File: src/rtl/core/dca_pkg.sv
// Package for the DMA channel allocator: request and status codes, item,
// result and channel-file command types shared by all allocator modules.
// No dependencies.
package dca_pkg;

	// Default and largest channel count
	localparam int CHANNELS_DEF = 8;
	localparam int CH_MAX       = 8;
	localparam int IDX_W        = 3;
	localparam int CNT_W        = 16;
	localparam int LEN_W        = 16;
	localparam int MAXLEN_W     = 12;

	localparam logic [MAXLEN_W-1:0] MAXLEN_RST = 12'hFFF;
	localparam logic [1:0]          WIDTH_BAD  = 2'd3;

	// Request kinds
	typedef enum logic [2:0] {
		MODE_RESERVE = 3'd0,
		MODE_ALLOC   = 3'd1,
		MODE_CONFIG  = 3'd2,
		MODE_START   = 3'd3,
		MODE_STOP    = 3'd4,
		MODE_RELEASE = 3'd5,
		MODE_EVENT   = 3'd6,
		MODE_QUERY   = 3'd7
	} mode_t;

	// Channel status
	typedef enum logic [2:0] {
		ST_FREE  = 3'd0,
		ST_READY = 3'd1,
		ST_BUSY  = 3'd2,
		ST_DONE  = 3'd3,
		ST_ERROR = 3'd4
	} chan_st_t;

	// Result codes
	typedef enum logic [1:0] {
		RC_OK     = 2'd0,
		RC_PARAM  = 2'd1,
		RC_BUSY   = 2'd2,
		RC_NOFREE = 2'd3
	} rc_t;

	// Counter picked for the shared incrementer
	typedef enum logic [1:0] {
		CNT_OK  = 2'd0,
		CNT_BAD = 2'd1,
		CNT_REL = 2'd2,
		CNT_ANY = 2'd3
	} cnt_sel_t;

	// Sequencer states
	typedef enum logic [1:0] {
		S_IDLE = 2'd0,
		S_SCAN = 2'd1,
		S_EXEC = 2'd2,
		S_RESP = 2'd3
	} state_t;

	// One request word, unpacked
	typedef struct packed {
		mode_t             mode;
		logic [3:0]        channel;
		logic              any_channel;
		logic [LEN_W-1:0]  length;
		logic [1:0]        src_width_code;
		logic [1:0]        dst_width_code;
		logic [7:0]        done_mask;
		logic [7:0]        error_mask;
	} item_t;

	// One result word, unpacked
	typedef struct packed {
		rc_t               result_code;
		logic [3:0]        channel_out;
		chan_st_t          status_out;
		logic [CNT_W-1:0]  success_count;
		logic [CNT_W-1:0]  fail_count;
		logic [CNT_W-1:0]  release_count;
		logic [7:0]        done_channels;
		logic [7:0]        error_channels;
	} res_t;

	// Update command into the channel file
	typedef struct packed {
		logic [IDX_W-1:0]  idx;
		logic              set_alloc;
		logic              clr_alloc;
		logic              set_resv;
		logic              wr_status;
		chan_st_t          status;
		logic              wr_cnt;
		cnt_sel_t          cnt_sel;
		logic [CNT_W-1:0]  cnt_val;
		logic              wr_widths;
		logic [1:0]        sw;
		logic [1:0]        dw;
		logic              evt;
		logic [7:0]        dmask;
		logic [7:0]        emask;
	} chan_wr_t;

	// Read data of the addressed channel plus shared state
	typedef struct packed {
		logic              alloc;
		logic              resv;
		chan_st_t          status;
		logic [CNT_W-1:0]  ok_cnt;
		logic [CNT_W-1:0]  bad_cnt;
		logic [CNT_W-1:0]  rel_cnt;
		logic [CNT_W-1:0]  any_fail;
		logic [1:0]        sw;
		logic [1:0]        dw;
	} chan_rd_t;

endpackage

File: src/rtl/core/dca_chan_file.sv
// Per-channel state of the DMA channel allocator: flags, status, counters,
// the shared fail counter and the held transfer widths.
// Depends on dca_pkg.
module dca_chan_file #(
	parameter int CHANNELS = dca_pkg::CHANNELS_DEF
) (
	input  logic                          clk,
	input  logic                          arst_n,
	input  dca_pkg::chan_wr_t             wr,
	input  logic [dca_pkg::IDX_W-1:0]     rd_idx,
	output dca_pkg::chan_rd_t             rd,
	output logic [CHANNELS-1:0]           free_vec
);

	localparam int IW = (CHANNELS > 1) ? $clog2(CHANNELS) : 1;

	logic                        alloc_q [CHANNELS];
	logic                        resv_q  [CHANNELS];
	dca_pkg::chan_st_t           stat_q  [CHANNELS];
	logic [dca_pkg::CNT_W-1:0]   ok_q    [CHANNELS];
	logic [dca_pkg::CNT_W-1:0]   bad_q   [CHANNELS];
	logic [dca_pkg::CNT_W-1:0]   rel_q   [CHANNELS];
	logic [dca_pkg::CNT_W-1:0]   any_fail_q;
	logic [1:0]                  sw_q;
	logic [1:0]                  dw_q;

	logic [IW-1:0] widx;
	logic [IW-1:0] ridx;

	assign widx = wr.idx[IW-1:0];
	assign ridx = rd_idx[IW-1:0];

	// Free means neither allocated nor reserved
	always_comb begin
		for (int i = 0; i < CHANNELS; i++) begin
			free_vec[i] = !alloc_q[i] && !resv_q[i];
		end
	end

	// Read the addressed channel
	always_comb begin
		rd.alloc    = alloc_q[ridx];
		rd.resv     = resv_q[ridx];
		rd.status   = stat_q[ridx];
		rd.ok_cnt   = ok_q[ridx];
		rd.bad_cnt  = bad_q[ridx];
		rd.rel_cnt  = rel_q[ridx];
		rd.any_fail = any_fail_q;
		rd.sw       = sw_q;
		rd.dw       = dw_q;
	end

	// Apply update commands
	always_ff @(posedge clk or negedge arst_n) begin
		if (!arst_n) begin
			for (int i = 0; i < CHANNELS; i++) begin
				alloc_q[i] <= 1'b0;
				resv_q[i]  <= 1'b0;
				stat_q[i]  <= dca_pkg::ST_FREE;
				ok_q[i]    <= '0;
				bad_q[i]   <= '0;
				rel_q[i]   <= '0;
			end
			any_fail_q <= '0;
			sw_q       <= '0;
			dw_q       <= '0;
		end else begin
			if (wr.set_alloc) begin
				alloc_q[widx] <= 1'b1;
			end
			if (wr.clr_alloc) begin
				alloc_q[widx] <= 1'b0;
			end
			if (wr.set_resv) begin
				resv_q[widx] <= 1'b1;
			end
			if (wr.wr_status) begin
				stat_q[widx] <= wr.status;
			end
			// Event masks: error wins over done
			if (wr.evt) begin
				for (int i = 0; i < CHANNELS; i++) begin
					if (wr.emask[i]) begin
						stat_q[i] <= dca_pkg::ST_ERROR;
					end else if (wr.dmask[i]) begin
						stat_q[i] <= dca_pkg::ST_DONE;
					end
				end
			end
			if (wr.wr_cnt) begin
				unique case (wr.cnt_sel)
					dca_pkg::CNT_OK:  ok_q[widx]  <= wr.cnt_val;
					dca_pkg::CNT_BAD: bad_q[widx] <= wr.cnt_val;
					dca_pkg::CNT_REL: rel_q[widx] <= wr.cnt_val;
					dca_pkg::CNT_ANY: any_fail_q  <= wr.cnt_val;
					default:          any_fail_q  <= any_fail_q;
				endcase
			end
			if (wr.wr_widths) begin
				sw_q <= wr.sw;
				dw_q <= wr.dw;
			end
		end
	end

endmodule

File: src/rtl/core/dca_ctrl.sv
// Sequencer of the DMA channel allocator: free-channel scan, request
// decision, shared counter incrementer and the result register.
// Depends on dca_pkg.
module dca_ctrl #(
	parameter int CHANNELS = dca_pkg::CHANNELS_DEF
) (
	input  logic                            clk,
	input  logic                            arst_n,
	input  logic                            in_valid,
	output logic                            in_ready,
	input  dca_pkg::item_t                  item,
	output logic                            out_valid,
	input  logic                            out_ready,
	output dca_pkg::res_t                   res,
	input  logic [dca_pkg::MAXLEN_W-1:0]    max_len,
	input  logic [CHANNELS-1:0]             free_vec,
	input  dca_pkg::chan_rd_t               rd,
	output logic [dca_pkg::IDX_W-1:0]       rd_idx,
	output dca_pkg::chan_wr_t               wr
);

	localparam int IW = (CHANNELS > 1) ? $clog2(CHANNELS) : 1;
	localparam logic [IW-1:0] LAST_IDX = IW'(CHANNELS - 1);
	localparam logic [8:0] VALID9 = (9'd1 << CHANNELS) - 9'd1;
	localparam logic [7:0] VALID_MASK = VALID9[7:0];

	dca_pkg::state_t  state_q, state_d;
	dca_pkg::item_t   item_q;
	logic [IW-1:0]    ptr_q;
	logic [IW-1:0]    tgt_q;
	logic             found_q;
	dca_pkg::res_t    res_q, res_d;

	logic                       needs_scan;
	logic                       take_any;
	logic                       in_range;
	logic                       bad_width;
	logic                       too_long;
	logic                       misalign;
	logic [2:0]                 len_low;
	logic [2:0]                 dst_mask;
	dca_pkg::cnt_sel_t          cnt_sel;
	logic [dca_pkg::CNT_W-1:0]  cnt_op;
	logic [dca_pkg::CNT_W-1:0]  cnt_inc;

	// Reserve and any-channel allocate/configure search for a free channel
	assign needs_scan = (item.mode == dca_pkg::MODE_RESERVE) ||
		(((item.mode == dca_pkg::MODE_ALLOC) || (item.mode == dca_pkg::MODE_CONFIG)) &&
		item.any_channel);
	assign take_any = ((item_q.mode == dca_pkg::MODE_ALLOC) ||
		(item_q.mode == dca_pkg::MODE_CONFIG)) && item_q.any_channel;
	assign in_range  = {1'b0, item_q.channel} < 5'(CHANNELS);
	assign bad_width = (item_q.src_width_code == dca_pkg::WIDTH_BAD) ||
		(item_q.dst_width_code == dca_pkg::WIDTH_BAD);
	assign too_long  = item_q.length > {4'b0, max_len};

	// Length times source bytes must be a multiple of destination bytes
	assign len_low  = 3'(item_q.length << rd.sw);
	assign dst_mask = 3'((4'd1 << rd.dw) - 4'd1);
	assign misalign = |(len_low & dst_mask);

	assign rd_idx = dca_pkg::IDX_W'(tgt_q);

	// Pick the one counter this request bumps
	always_comb begin
		cnt_sel = dca_pkg::CNT_OK;
		if (take_any) begin
			cnt_sel = found_q ? dca_pkg::CNT_OK : dca_pkg::CNT_ANY;
		end else if ((item_q.mode == dca_pkg::MODE_ALLOC) && rd.alloc) begin
			cnt_sel = dca_pkg::CNT_BAD;
		end else if (item_q.mode == dca_pkg::MODE_RELEASE) begin
			cnt_sel = dca_pkg::CNT_REL;
		end
	end

	// Shared incrementer
	always_comb begin
		unique case (cnt_sel)
			dca_pkg::CNT_OK:  cnt_op = rd.ok_cnt;
			dca_pkg::CNT_BAD: cnt_op = rd.bad_cnt;
			dca_pkg::CNT_REL: cnt_op = rd.rel_cnt;
			dca_pkg::CNT_ANY: cnt_op = rd.any_fail;
			default:          cnt_op = rd.any_fail;
		endcase
	end
	assign cnt_inc = cnt_op + 16'd1;

	// Next state
	always_comb begin
		state_d = state_q;
		unique case (state_q)
			dca_pkg::S_IDLE: begin
				if (in_valid) begin
					state_d = needs_scan ? dca_pkg::S_SCAN : dca_pkg::S_EXEC;
				end
			end
			dca_pkg::S_SCAN: begin
				if (free_vec[ptr_q] || (ptr_q == LAST_IDX)) begin
					state_d = dca_pkg::S_EXEC;
				end
			end
			dca_pkg::S_EXEC: state_d = dca_pkg::S_RESP;
			dca_pkg::S_RESP: begin
				if (out_ready) begin
					state_d = dca_pkg::S_IDLE;
				end
			end
			default: state_d = dca_pkg::S_IDLE;
		endcase
	end

	// Outputs: handshakes, channel-file updates and next result
	always_comb begin
		in_ready  = (state_q == dca_pkg::S_IDLE);
		out_valid = (state_q == dca_pkg::S_RESP);
		wr         = '0;
		wr.idx     = dca_pkg::IDX_W'(tgt_q);
		wr.cnt_sel = cnt_sel;
		wr.cnt_val = cnt_inc;
		wr.sw      = item_q.src_width_code;
		wr.dw      = item_q.dst_width_code;
		res_d                = '0;
		res_d.result_code    = dca_pkg::RC_OK;
		res_d.channel_out    = 4'(tgt_q);
		res_d.status_out     = rd.status;
		res_d.success_count  = rd.ok_cnt;
		res_d.fail_count     = rd.bad_cnt;
		res_d.release_count  = rd.rel_cnt;
		if (state_q == dca_pkg::S_EXEC) begin
			if (item_q.mode == dca_pkg::MODE_EVENT) begin
				wr.evt   = 1'b1;
				wr.dmask = item_q.done_mask & VALID_MASK;
				wr.emask = item_q.error_mask & VALID_MASK;
				res_d                = '0;
				res_d.done_channels  = item_q.done_mask & VALID_MASK;
				res_d.error_channels = item_q.error_mask & VALID_MASK;
			end else if (item_q.mode == dca_pkg::MODE_RESERVE) begin
				if (!found_q) begin
					res_d             = '0;
					res_d.result_code = dca_pkg::RC_NOFREE;
					res_d.fail_count  = rd.any_fail;
				end else begin
					wr.set_resv = 1'b1;
				end
			end else if (take_any) begin
				if (!found_q) begin
					wr.wr_cnt         = 1'b1;
					res_d             = '0;
					res_d.result_code = (item_q.mode == dca_pkg::MODE_ALLOC) ?
						dca_pkg::RC_NOFREE : dca_pkg::RC_BUSY;
					res_d.fail_count  = cnt_inc;
				end else begin
					// Take the channel, then configure it if asked
					wr.set_alloc        = 1'b1;
					wr.wr_status        = 1'b1;
					wr.status           = dca_pkg::ST_READY;
					wr.wr_cnt           = 1'b1;
					res_d.status_out    = dca_pkg::ST_READY;
					res_d.success_count = cnt_inc;
					if (item_q.mode == dca_pkg::MODE_CONFIG) begin
						if (bad_width) begin
							res_d.result_code = dca_pkg::RC_PARAM;
						end else begin
							wr.wr_widths = 1'b1;
						end
					end
				end
			end else if (!in_range) begin
				res_d             = '0;
				res_d.result_code = dca_pkg::RC_PARAM;
				res_d.channel_out = item_q.channel;
			end else begin
				unique case (item_q.mode)
					dca_pkg::MODE_ALLOC: begin
						wr.wr_cnt = 1'b1;
						if (rd.alloc) begin
							res_d.result_code = dca_pkg::RC_BUSY;
							res_d.fail_count  = cnt_inc;
						end else begin
							wr.set_alloc        = 1'b1;
							wr.wr_status        = 1'b1;
							wr.status           = dca_pkg::ST_READY;
							res_d.status_out    = dca_pkg::ST_READY;
							res_d.success_count = cnt_inc;
						end
					end
					dca_pkg::MODE_CONFIG: begin
						if (!rd.alloc && !rd.resv) begin
							res_d.result_code = dca_pkg::RC_BUSY;
						end else if (bad_width) begin
							res_d.result_code = dca_pkg::RC_PARAM;
						end else begin
							wr.wr_widths     = 1'b1;
							wr.wr_status     = 1'b1;
							wr.status        = dca_pkg::ST_READY;
							res_d.status_out = dca_pkg::ST_READY;
						end
					end
					dca_pkg::MODE_START: begin
						if (too_long) begin
							res_d.result_code = dca_pkg::RC_PARAM;
						end else begin
							wr.wr_status     = 1'b1;
							wr.status        = dca_pkg::ST_BUSY;
							res_d.status_out = dca_pkg::ST_BUSY;
							if (misalign) begin
								res_d.result_code = dca_pkg::RC_PARAM;
							end
						end
					end
					dca_pkg::MODE_STOP: begin
						wr.wr_status     = 1'b1;
						wr.status        = dca_pkg::ST_DONE;
						res_d.status_out = dca_pkg::ST_DONE;
					end
					dca_pkg::MODE_RELEASE: begin
						wr.wr_status        = 1'b1;
						wr.status           = dca_pkg::ST_FREE;
						wr.clr_alloc        = 1'b1;
						wr.wr_cnt           = 1'b1;
						res_d.status_out    = dca_pkg::ST_FREE;
						res_d.release_count = cnt_inc;
					end
					default: begin
						res_d.result_code = dca_pkg::RC_OK;
					end
				endcase
			end
		end
	end

	assign res = res_q;

	// Control registers
	always_ff @(posedge clk or negedge arst_n) begin
		if (!arst_n) begin
			state_q <= dca_pkg::S_IDLE;
			ptr_q   <= '0;
			tgt_q   <= '0;
			found_q <= 1'b0;
		end else begin
			state_q <= state_d;
			unique case (state_q)
				dca_pkg::S_IDLE: begin
					if (in_valid) begin
						ptr_q   <= '0;
						found_q <= 1'b0;
						tgt_q   <= item.channel[IW-1:0];
					end
				end
				dca_pkg::S_SCAN: begin
					// Advance one channel a cycle until a free one turns up
					if (free_vec[ptr_q]) begin
						found_q <= 1'b1;
						tgt_q   <= ptr_q;
					end else if (ptr_q != LAST_IDX) begin
						ptr_q <= ptr_q + 1'b1;
					end
				end
				default: begin
					found_q <= found_q;
				end
			endcase
		end
	end

	// Hold the request word and the result word
	always_ff @(posedge clk) begin
		if (in_valid && (state_q == dca_pkg::S_IDLE)) begin
			item_q <= item;
		end
		if (state_q == dca_pkg::S_EXEC) begin
			res_q <= res_d;
		end
	end

endmodule

File: src/rtl/core/dma_channel_allocator.sv
// DMA channel allocator top level: stream ports, length limit register,
// channel file and request sequencer.
// Depends on dca_pkg, dca_chan_file and dca_ctrl.

// One request word is taken when s_tready is high, and s_tready is high only
// while no earlier request is in flight. A request that names a channel, or
// needs no search, goes through the execute state and raises m_tvalid once its
// result word is registered. Reserve, and allocate or configure with any_channel
// set, first scan the channels one per cycle. The scan stops at the first free
// channel, or after the last channel when none is free. The result word then
// waits in an output register until m_tready. s_tready is high again in the
// cycle that follows that handshake. Write max_block_length through
// cfg_wen/cfg_wdata only while no request is in flight.
module dma_channel_allocator #(
	parameter int CHANNELS = dca_pkg::CHANNELS_DEF
) (
	input  logic        clk,
	input  logic        arst_n,
	input  logic        s_tvalid,
	output logic        s_tready,
	// channel[3:0], any_channel[4], length[20:5], src_width_code[22:21],
	// dst_width_code[24:23], done_mask[32:25], error_mask[40:33], zero pad
	input  logic [47:0] s_tdata,
	// mode[2:0]
	input  logic [2:0]  s_tuser,
	output logic        m_tvalid,
	input  logic        m_tready,
	// result_code[1:0], channel_out[5:2], status_out[8:6],
	// success_count[24:9], fail_count[40:25], release_count[56:41],
	// done_channels[64:57], error_channels[72:65], zero pad
	output logic [79:0] m_tdata,
	input  logic        cfg_wen,
	input  logic [11:0] cfg_wdata
);

	logic [dca_pkg::MAXLEN_W-1:0] max_len_q;
	dca_pkg::item_t               item;
	dca_pkg::res_t                res;
	dca_pkg::chan_wr_t            wr;
	dca_pkg::chan_rd_t            rd;
	logic [dca_pkg::IDX_W-1:0]    rd_idx;
	logic [CHANNELS-1:0]          free_vec;

	// Length limit register
	always_ff @(posedge clk or negedge arst_n) begin
		if (!arst_n) begin
			max_len_q <= dca_pkg::MAXLEN_RST;
		end else if (cfg_wen) begin
			max_len_q <= cfg_wdata;
		end
	end

	// Unpack the request word
	always_comb begin
		item.mode           = dca_pkg::mode_t'(s_tuser);
		item.channel        = s_tdata[3:0];
		item.any_channel    = s_tdata[4];
		item.length         = s_tdata[20:5];
		item.src_width_code = s_tdata[22:21];
		item.dst_width_code = s_tdata[24:23];
		item.done_mask      = s_tdata[32:25];
		item.error_mask     = s_tdata[40:33];
	end

	// Pack the result word
	assign m_tdata = {7'd0,
		res.error_channels, res.done_channels,
		res.release_count, res.fail_count, res.success_count,
		res.status_out, res.channel_out, res.result_code};

	dca_chan_file #(
		.CHANNELS (CHANNELS)
	) u_chan_file (
		.clk      (clk),
		.arst_n   (arst_n),
		.wr       (wr),
		.rd_idx   (rd_idx),
		.rd       (rd),
		.free_vec (free_vec)
	);

	dca_ctrl #(
		.CHANNELS (CHANNELS)
	) u_ctrl (
		.clk       (clk),
		.arst_n    (arst_n),
		.in_valid  (s_tvalid),
		.in_ready  (s_tready),
		.item      (item),
		.out_valid (m_tvalid),
		.out_ready (m_tready),
		.res       (res),
		.max_len   (max_len_q),
		.free_vec  (free_vec),
		.rd        (rd),
		.rd_idx    (rd_idx),
		.wr        (wr)
	);

endmodule
File: config.mk
export PLATFORM = sky130hd
export DESIGN_NAME = dma_channel_allocator
export DESIGN_NICKNAME = d
export VERILOG_FILES = /design/src/rtl/core/dca_pkg.sv /design/src/rtl/core/dca_chan_file.sv /design/src/rtl/core/dca_ctrl.sv /design/src/rtl/core/dma_channel_allocator.sv
export SDC_FILE = /design/constraint.sdc
export NUM_CORES = 1
export LEC_CHECK = 0
export BUFFER_PORTS_ARGS = -buffer_cell sky130_fd_sc_hd__buf_2
export CAP_MARGIN = 40
export CORE_UTILIZATION = 62
export CTS_CLUSTER_DIAMETER = 100
export CTS_CLUSTER_SIZE = 16
export DETAILED_ROUTE_END_ITERATION = 8
export GPL_ROUTABILITY_DRIVEN = 0
export PLACE_DENSITY = 0.81
export SLEW_MARGIN = 20
export SYNTH_ARGS = -nofsm -noshare
export SYNTH_HDL_FRONTEND = slang
export SYNTH_HIERARCHICAL = 1
export SYNTH_SLANG_ARGS = --single-unit
File: constraint.sdc
create_clock -name clk -period 5.9 [get_ports clk]
set_clock_uncertainty 0.2 [all_clocks]
set_input_delay 0.295 -clock clk [delete_from_list [all_inputs] [get_ports clk]]
set_output_delay 0.295 -clock clk [all_outputs]
set_load 0.01 [all_outputs]
; ---- Word level (Yosys, flattened, before mapping)
; Cells that the tools add are included.
; W data, S select, Z words.
[op_classes]
muxes = 130
n_eq_ne = 24
n_reduce_logical = 51
magnitude_cmp = 5
bitwise = 6
addsub = 3
shift = 2
[op_table]
columns = cell, n
row1 = $bwmux W128, 3
row2 = $mux W73, 3
row3 = $mux W16, 10
row4 = $bmux W16 S3, 3
row5 = $mux W3, 28
row6 = $pmux W16 S4, 1
row7 = $mux W17, 3
row8 = $mux W51, 1
row9 = $demux W16 S3, 1
row10 = $mux W24, 2
row11 = $mux W48, 1
row12 = $mux W32, 1
row13 = $mux W8, 4
row14 = $mux W1, 30
row15 = $mux W2, 15
row16 = $bwmux W24, 1
row17 = $mux W4, 6
row18 = $pmux W4 S5, 1
row19 = $mux W19, 1
row20 = $logic_not A1 Y1, 18
row21 = $add A16 B1 Y16 const B, 1
row22 = $gt A16 B12 Y1, 1
row23 = $or A8 B8 Y8, 2
row24 = $shl A16 B2 Y3, 1
row25 = other kinds (39), 83
[word_totals]
output_inout_bits = 82
word_cells = 293
ff_bits = 582

; ---- Depth between registers and ports, before layout
; Gate-level depths: netlist of run 1.
[depth]
depth_word = 18
ltp_mapped = 18
ltp_nobuf = 13

; ---- By module
; Netlist of run 1, hierarchy kept.
[by_module_without_submodules]
columns = module, cells_each, area_per_inst_um2, n_inst
row1 = dca_chan_file, 1270, 20313.2, 1
row2 = dca_ctrl, 693, 7365.8, 1
row3 = dma_channel_allocator, 33, 555.5, 1

; ---- Worst setup path before layout of run 1
; No wires, ideal clock.
[synth_timing]
kind = reg2reg
from = register u_ctrl.tgt_q[2] (netlist: u_ctrl/rd_idx[2])
to = register u_chan_file/ok_q[14] (netlist bit)
t_required_ps = 5572
arrival_time_ps = 4166
path_stages_with_launch = 18
setup_time_ps = 128
setup_slack_ps = 1407
cell_sequence = dfrtp_1 -> buf_2 -> buf_2 -> buf_1 -> mux4_2 -> mux2_2 -> nor2b_1 -> o21ai_2 -> nand2_1 -> clkbuf_1 -> a21oi_1 -> ha_1 -> nand4_1 -> nor3_1 -> xor2_1 -> inv_1 -> clkbuf_1 -> mux2_1
[synth_rtl]
columns = element, line
row1 = start: declaration, dca_ctrl.sv:30  ; logic [IW-1:0] tgt_q;
row2 = start signal: assignment, dca_ctrl.sv:248  ; tgt_q <= item.channel[IW-1:0];
row3 = start signal: assignment, dca_ctrl.sv:255  ; tgt_q <= ptr_q;
row4 = end signal: indexed assignment, dca_chan_file.sv:92  ; dca_pkg::CNT_OK: ok_q[widx] <= wr.cnt_val;
row5 = end: declaration, dca_chan_file.sv:20  ; logic [dca_pkg::CNT_W-1:0] ok_q [CHANNELS];

==> results of run 1 <==
==> layout make-up <==
class / count / area (um^2)
clock buffer: 57 / 1110
clock inverter: 4 / 67.6
fill: 2748 / 13100
inverter: 30 / 113
multi-input combinational: 1229 / 12300
sequential: 582 / 15200
tap: 592 / 741
timing repair buffer: 263 / 2070
==> power groups by stage <==
stage | combinational (mW) | sequential, mW | clock (mW)
finish | 4.26 | 5.42 | 2.71
global route | 4.52 | 5.49 | 2.89
CTS | 4.16 | 5.39 | 2.75
detailed placement | 4.10 | 5.46 | 0
global placement | 3.94 | 5.40 | 0
floorplan | 2.78 | 5.35 | 0
==> sequential cells by signal (all words and copies together) (netlist names), 2 cells and up <==
register / count
u_chan_file/bad_q: 128
u_chan_file/ok_q: 128
u_chan_file/rel_q: 128
u_ctrl/res: 73
u_ctrl/item_q: 40
u_chan_file/stat_q: 24
u_chan_file/any_fail_q: 16
max_len_q: 12
u_chan_file/alloc_q: 8
u_chan_file/resv_q: 8
u_ctrl/wr: 4
u_ctrl/ptr_q: 3
u_ctrl/rd_idx: 3
u_chan_file/dw_q: 2
u_chan_file/sw_q: 2
u_ctrl/state_q: 2
==> Yosys cell counts, types with 5 or more instances <==
| master | n |
|---|---|
| a211oi_1 | 14 |
| a21o_1 | 8 |
| a21oi_1 | 44 |
| a221oi_1 | 15 |
| a22o_1 | 17 |
| a22oi_1 | 32 |
| a31o_2 | 6 |
| a31oi_1 | 14 |
| and2_1 | 22 |
| and3_1 | 22 |
| buf_1 | 6 |
| buf_2 | 35 |
| buf_4 | 35 |
| clkbuf_1 | 81 |
| dfrtp_1 | 453 |
| dfstp_2 | 12 |
| edfxtp_1 | 117 |
| ha_1 | 21 |
| inv_1 | 30 |
| mux2_1 | 30 |
| mux2_2 | 431 |
| mux2_4 | 10 |
| mux2i_1 | 27 |
| mux4_2 | 108 |
| nand2_1 | 92 |
| nand2b_1 | 16 |
| nand3_1 | 29 |
| nand4_1 | 8 |
| nor2_1 | 49 |
| nor2_4 | 6 |
| nor2b_1 | 16 |
| nor3_1 | 21 |
| nor3b_1 | 6 |
| o211ai_1 | 11 |
| o21a_1 | 5 |
| o21ai_0 | 35 |
| o32ai_1 | 5 |
| xnor2_1 | 7 |
==> per-stage QoR <==
step	util	cell area [um^2]	power, mW
2_1_floorplan	-	28300	8.13
3_5_place_dp	0.665	29700	9.56
3_3_place_gp	0.657	29300	9.35
6_report	0.707	31500	12.4
5_1_grt	0.707	31500	12.9
4_1_cts	0.707	31500	12.3
==> worst min path at each step <==
stage | startpoint | endpoint | slack (ns) | depth (start not counted)
5_1_grt | cfg_wen | max_len_q[11] | 0.03 | 2
4_1_cts | cfg_wen | max_len_q[9] | 0.01 | 2
3_5_place_dp | arst_n | u_chan_file/ok_q[107] | 0.19 | 1
6_report | cfg_wen | max_len_q[11] | 0.04 | 2
2_1_floorplan | arst_n | u_chan_file/alloc_q[0] | -0.20 | 0
3_3_place_gp | arst_n | u_chan_file/ok_q[107] | 0.17 | 1
==> logic make-up (layout without fill, tap and decap cells) <==
family	count (synthesis)	in the layout	synth area share
xor+xnor	12	12	0.00399
other cells	2	8	0.000266
simple gates	340	340	0.0713
fa+ha+maj	22	22	0.00966
buf+inv	191	354	0.0327
compound gates	241	241	0.0602
mux	606	606	0.285
flops	582	582	0.537
==> worst max-delay path, delay by kind of cell, from the launching register on <==
family / cells / cell delay (ns)
flip-flops: 1 / 0.66
adder cells (fa/ha/maj): 1 / 0.27
XOR/XNOR: 1 / 0.15
buffers and inverters: 2 / 0.41
multiplexers: 2 / 0.88
AO/OA/AOI/OAI: 3 / 1.01
AND/OR/NAND/NOR: 4 / 1.04
==> timing repair <==
item | 4_1_cts | 5_1_grt
buffers inserted | 0 | 0
endpoints found under the hold margin | 161 | 0
hold buffers | 68 | 0
==> layer usage <==
metal	wire, um	GRT usage
met4	3300	0.131
met2	35200	0.524
met5	0	0
met1	28000	0.420
met3	5890	0.0669
==> out/metrics.yaml, run 1 <==
status: "finished, final reports clean"
layout_common_cells: "dfrtp_1, mux2_2, buf_2"
cp-end-kind: "flip-flop"
die-area_mm2: 0.0464
clock.fmax_ghz: 0.204
fin_crit_ns: 4.90
grt_max_degree: 140
drive_above_1_share: 0.402
critPathMaxStageDelay_ns: 0.66
clk_latency_ns: 0.60
synth_top_area_cell: "dfrtp_1"
dieWidth_um: 215
worst_pin_slew_ns: 0.885
p_sw_mw: 4.45
cts-htree-levels: 2
grt_usage: 0.320
wl_per_cell_um: 26.3
synth.avg_cell_area_um2: 14.1
leakagePower_nw: 14.6
drcViolationCount: 0
finalMaxSlewViolations: 0
num_antenna_cells: 0
postCtsResizedCells: 0
startpoint: "u_ctrl/rd_idx[1]"
final-hold-violation-count: 0
drtAntennaViolNets: 0
r2r-start: "u_ctrl/rd_idx[1]"
initial_utilization: 0.633
row_count: 77
period_share: 0.831
die_h_um: 215
clkTransAtPathRegs_ns: 0.08
rsz0062_at_grt: "no"
viasPerCell: 6.68
r2r_slack_ns: 1.0
crit_path_top_delay_cell: "dfrtp_4"
root_buffer: "clkbuf_16"
core_area_mm2: 0.0446
num_vias: 18400
ys_warn_count: 6
final_cells: 2757
synth_top_area_frac: 0.401
setup_slack_ns: 0.995
clock_sinks: 582
ys_seq_area_frac: 0.537
synth_cell_types: 93
reg2reg_depth: 13
peakVddDrop_mv: 0.348
combPwrFrac: 0.344
ys_ff_latch: 582
layout.cells.most_common: "dfrtp_1"
num-nets-final: 2237
grt_pass1_wl_um: 114000
io_pins: 150
antenna_found_initial: 0
synth_flop_cell: "dfrtp_1"
max-cap-violations: 0
dr.pass1.iters: 8
placedCellCount: 2626
synth_cells: 1996
internal_power_mw: 7.93
cp.arrival_ns: 5.03
netSwitchingFraction: 0.359
slew_headroom: 0.410
cts_tree: "done"
critical_path_required_ns: 6.02
power_frac_clock: 0.219
async_reset_ff_frac: 0.799
seq_power_share: 0.438
reg2reg_to: "u_ctrl/res[40]"
port_buffers: 135
synth_edf_count: 117
area_growth_pct: 11.7
cp_max_fo: 28
endpoint: "u_ctrl/res[40]"
holdCritPathClass: "input port to flip-flop"
hold_slack_ns: 0.0393
critPathLaunchType: "flip-flop"
cts_buffers: 42
grt_overflow: 0
path_cells: "mux4_2, mux2_2, nand4bb_1, nor2_8, a221o_1, nor2_2, inv_1, ha_1, nand4_1, xnor2_2, buf_4, a221oi_1, a211oi_1"
synth.area.top_cells: "dfrtp_1, mux2_2, edfxtp_1, mux4_2, nand2_1"
syn_area_mm2: 0.0282
routed_wl_um: 72400
crit_type: "flip-flop to flip-flop"
dpl_worst_slack_ns: 0.897
hpwl_um: 46500
power.density_mw_per_mm2: 392
finalSetupViolations: 0
drtIter0Drc: 2148
grt_pass1_vias: 19200
fin_setup_tns_ns: 0
clockBufferDepth: 3
No activity file was read; power rests on OpenSTA's default activity.
==> run 2, diff against run 1 <==
CORE_UTILIZATION = 56   (was 62)
PLACE_DENSITY = 0.77   (was 0.81)
clock period = 3.95 ns   (was 5.9 ns; I/O delays follow)
==> out/metrics.yaml, run 2 (synthesis gave the netlist of run 1 again) <==
drcViolationCount: 0  # unchanged
port_buffers: 135  # unchanged
viasPerCell: 6.30  # -5.7%
grt_overflow: 0  # unchanged
wl_per_cell_um: 24.6  # -6.4%
finalSetupViolations: 12  # +12
fin_area_mm2: 0.0328  # +4.0%
clk_latency_ns: 0.59  # about the same
io_pins: 150  # unchanged
grt_max_degree: 121  # -14%
crit_type: "flip-flop to flip-flop"
cts_tree: "done"
netSwitchingFraction: 0.349  # -0.0103
layout.cells.most_common: "dfrtp_1"
fin_crit_ns: 4.00  # -0.906 ns
initial_utilization: 0.572  # -0.0609
row_count: 81  # +5.2%
antenna_found_initial: 0  # unchanged
cp_max_fo: 4  # -86%
combPwrFrac: 0.377  # +0.033
grt_pass1_vias: 19100  # -0.63%
placed_cell_area_mm2: 0.0305  # +2.9%
critPathLaunchType: "flip-flop"
status: "finished, violations left"
layout_common_cells: "dfrtp_1, mux2_2, buf_4"
root_buffer: "clkbuf_16"
clockBufferDepth: 3  # unchanged
setup_slack_ns: -0.0490  # -1.04 ns
die-area_mm2: 0.0513  # +11%
clock_sinks: 582  # unchanged
max-cap-violations: 0  # unchanged
finalMaxSlewViolations: 0  # unchanged
peakVddDrop_mv: 0.468  # +35%
largestRegisters: "u_chan_file/bad_q (128), u_chan_file/ok_q (128), u_chan_file/rel_q (128)"
power_mw: 19.2  # +55%
final_cells: 2945  # +6.8%
hpwl_um: 46900  # +0.79%
grt_pass1_wl_um: 109000  # -4.0%
core_area_mm2: 0.0494  # +11%
drtIter0Drc: 1914  # -11%
worst_pin_slew_ns: 0.822  # -0.0635 ns
path_cells: "mux4_2, mux2_4, nor2b_4, o21ai_4, buf_6, buf_6, nand3_1, a211oi_2, nand4_1, o31ai_2, nand3_1, a221oi_1"
die_h_um: 227  # +5.2%
dr.pass1.iters: 8  # unchanged
final-hold-violation-count: 0  # unchanged
ff_latch_area_mm2: 0.0152  # unchanged
area_growth_pct: 16.2
cp-end-kind: "flip-flop"
clock.fmax_ghz: 0.250  # +23%
fillers: 3347  # +22%
rsz0062_at_grt: "yes"
p_sw_mw: 6.70  # +51%
critical_path_required_ns: 4.14  # -1.88 ns
clkTransAtPathRegs_ns: 0.07  # about the same
drtAntennaViolNets: 0  # unchanged
internal_power_mw: 12.5  # +58%
placedCellCount: 2792  # +6.3%
num-nets-final: 2355  # +5.3%
cts-htree-levels: 2  # unchanged
holdCritPathClass: "input port to async pin"
drive_above_1_share: 0.439  # +0.0370
critPathMaxStageDelay_ns: 0.56  # -0.10 ns
grt_usage: 0.280  # -0.0397
dieWidth_um: 227  # +5.2%
slew_headroom: 0.446  # +0.0366
crit_path_top_delay_cell: "o31ai_2"
power_frac_clock: 0.208  # -0.011
seq_power_share: 0.415  # -0.023
power.density_mw_per_mm2: 586  # +49%
period_share: 1.01  # +0.181
cp.arrival_ns: 4.19  # -0.84 ns
cts_buffers: 42  # unchanged
leakagePower_nw: 15.2  # +4.5%
num_vias: 18500  # +0.75%
violations: "negative setup slack"
num_antenna_cells: 0  # unchanged
routed_wl_um: 72400  # about the same
multi_input_area_mm2: 0.0124  # +1.3%
[run 2: cell types whose count changed in the layout (fill, tap and decap cells not counted), sizes merged]
| cell | previous run | this run |
|---|---|---|
| buf | 195 | 305 |
| dlygate4sd3 | 68 | 72 |
| clkbuf | 57 | 60 |
| and2 | 23 | 24 |
| clkinv | 1 | 0 |
| inv | 33 | 32 |
[run 2: worst paths after layout]
check | start | endpoint | slack [ns] | cells past startpoint
max | u_ctrl/rd_idx[1] | u_ctrl/res[45] | -0.05 | 12
min | arst_n | max_len_q[7] | 0.08 | 2
max reg2reg | u_ctrl/rd_idx[1] | u_ctrl/res[45] | -0.05 | 12
min reg2reg | u_chan_file/ok_q[12] | u_chan_file/ok_q[12] | 0.29 | 1
max in group asynchronous | arst_n | u_chan_file/bad_q[101] | 2.54 | 4
min in group clk | s_tdata[10] | u_ctrl/item_q[25] | 0.12 | 2
[run 2: power groups by stage]
| stage | registers, mW | clock network [mW] | logic [mW] |
|---|---|---|---|
| 6_report | 7.96 | 4.00 | 7.24 |
| 5_1_grt | 8.06 | 4.31 | 7.66 |
| 4_1_cts | 7.93 | 4.10 | 6.85 |
| 3_5_place_dp | 8.04 | 0 | 6.73 |
| 3_3_place_gp | 7.98 | 0 | 6.54 |
| 2_1_floorplan | 7.98 | 0 | 4.26 |
[run 2: critical path: cells and delay by family, from the launching register on]
kind                   cells  cell delay [ns]
AO/OA/AOI/OAI              4             1.35
multiplexers               2             0.81
AND/OR/NAND/NOR            4             0.73
flip-flops                 1             0.46
buffers and inverters      2             0.25
[run 2: repair_timing]
item | 4_1_cts | 5_1_grt
endpoints found under the hold margin | 531 | 0
setup endpoints to repair | 9 | 224
gates cloned | 0 | 4
resized for setup | 4 | 27
pin swaps | 0 | 8
hold buffers | 72 | 0
buffers inserted | 0 | 16
[run 2: metrics by stage]
step | hold WS, ns | worst slack [ns] | TNS, ns | util
final | 0.0794 | -0.0490 | -0.176 | 0.664
after global routing | 0.0648 | -0.111 | -1.47 | 0.664
after CTS | 0.0421 | -0.00781 | -0.0143 | 0.657
after detailed placement | -0.0996 | -0.00601 | -0.00687 | 0.618
after global placement | -0.105 | 0.0203 | 0 | 0.618
after floorplan | -0.298 | -0.0225 | -0.0717 | -
[run 2: layer usage]
layer	vias to the layer above	wire length (um)	track usage
met3	176	5160	0.0530
met5	-	0	0
li1	7982	-	-
met2	812	35500	0.472
met1	9577	29300	0.364
met4	0	2380	0.0983
[run 2: final cells by class]
type	count	area share
Tap cell	664	0.0253
Multi-Input combinational cell	1230	0.379
Clock buffer	57	0.0344
Inverter	30	0.00343
Clock inverter	2	0.000610
Timing Repair Buffer	380	0.0945
Sequential cell	582	0.463
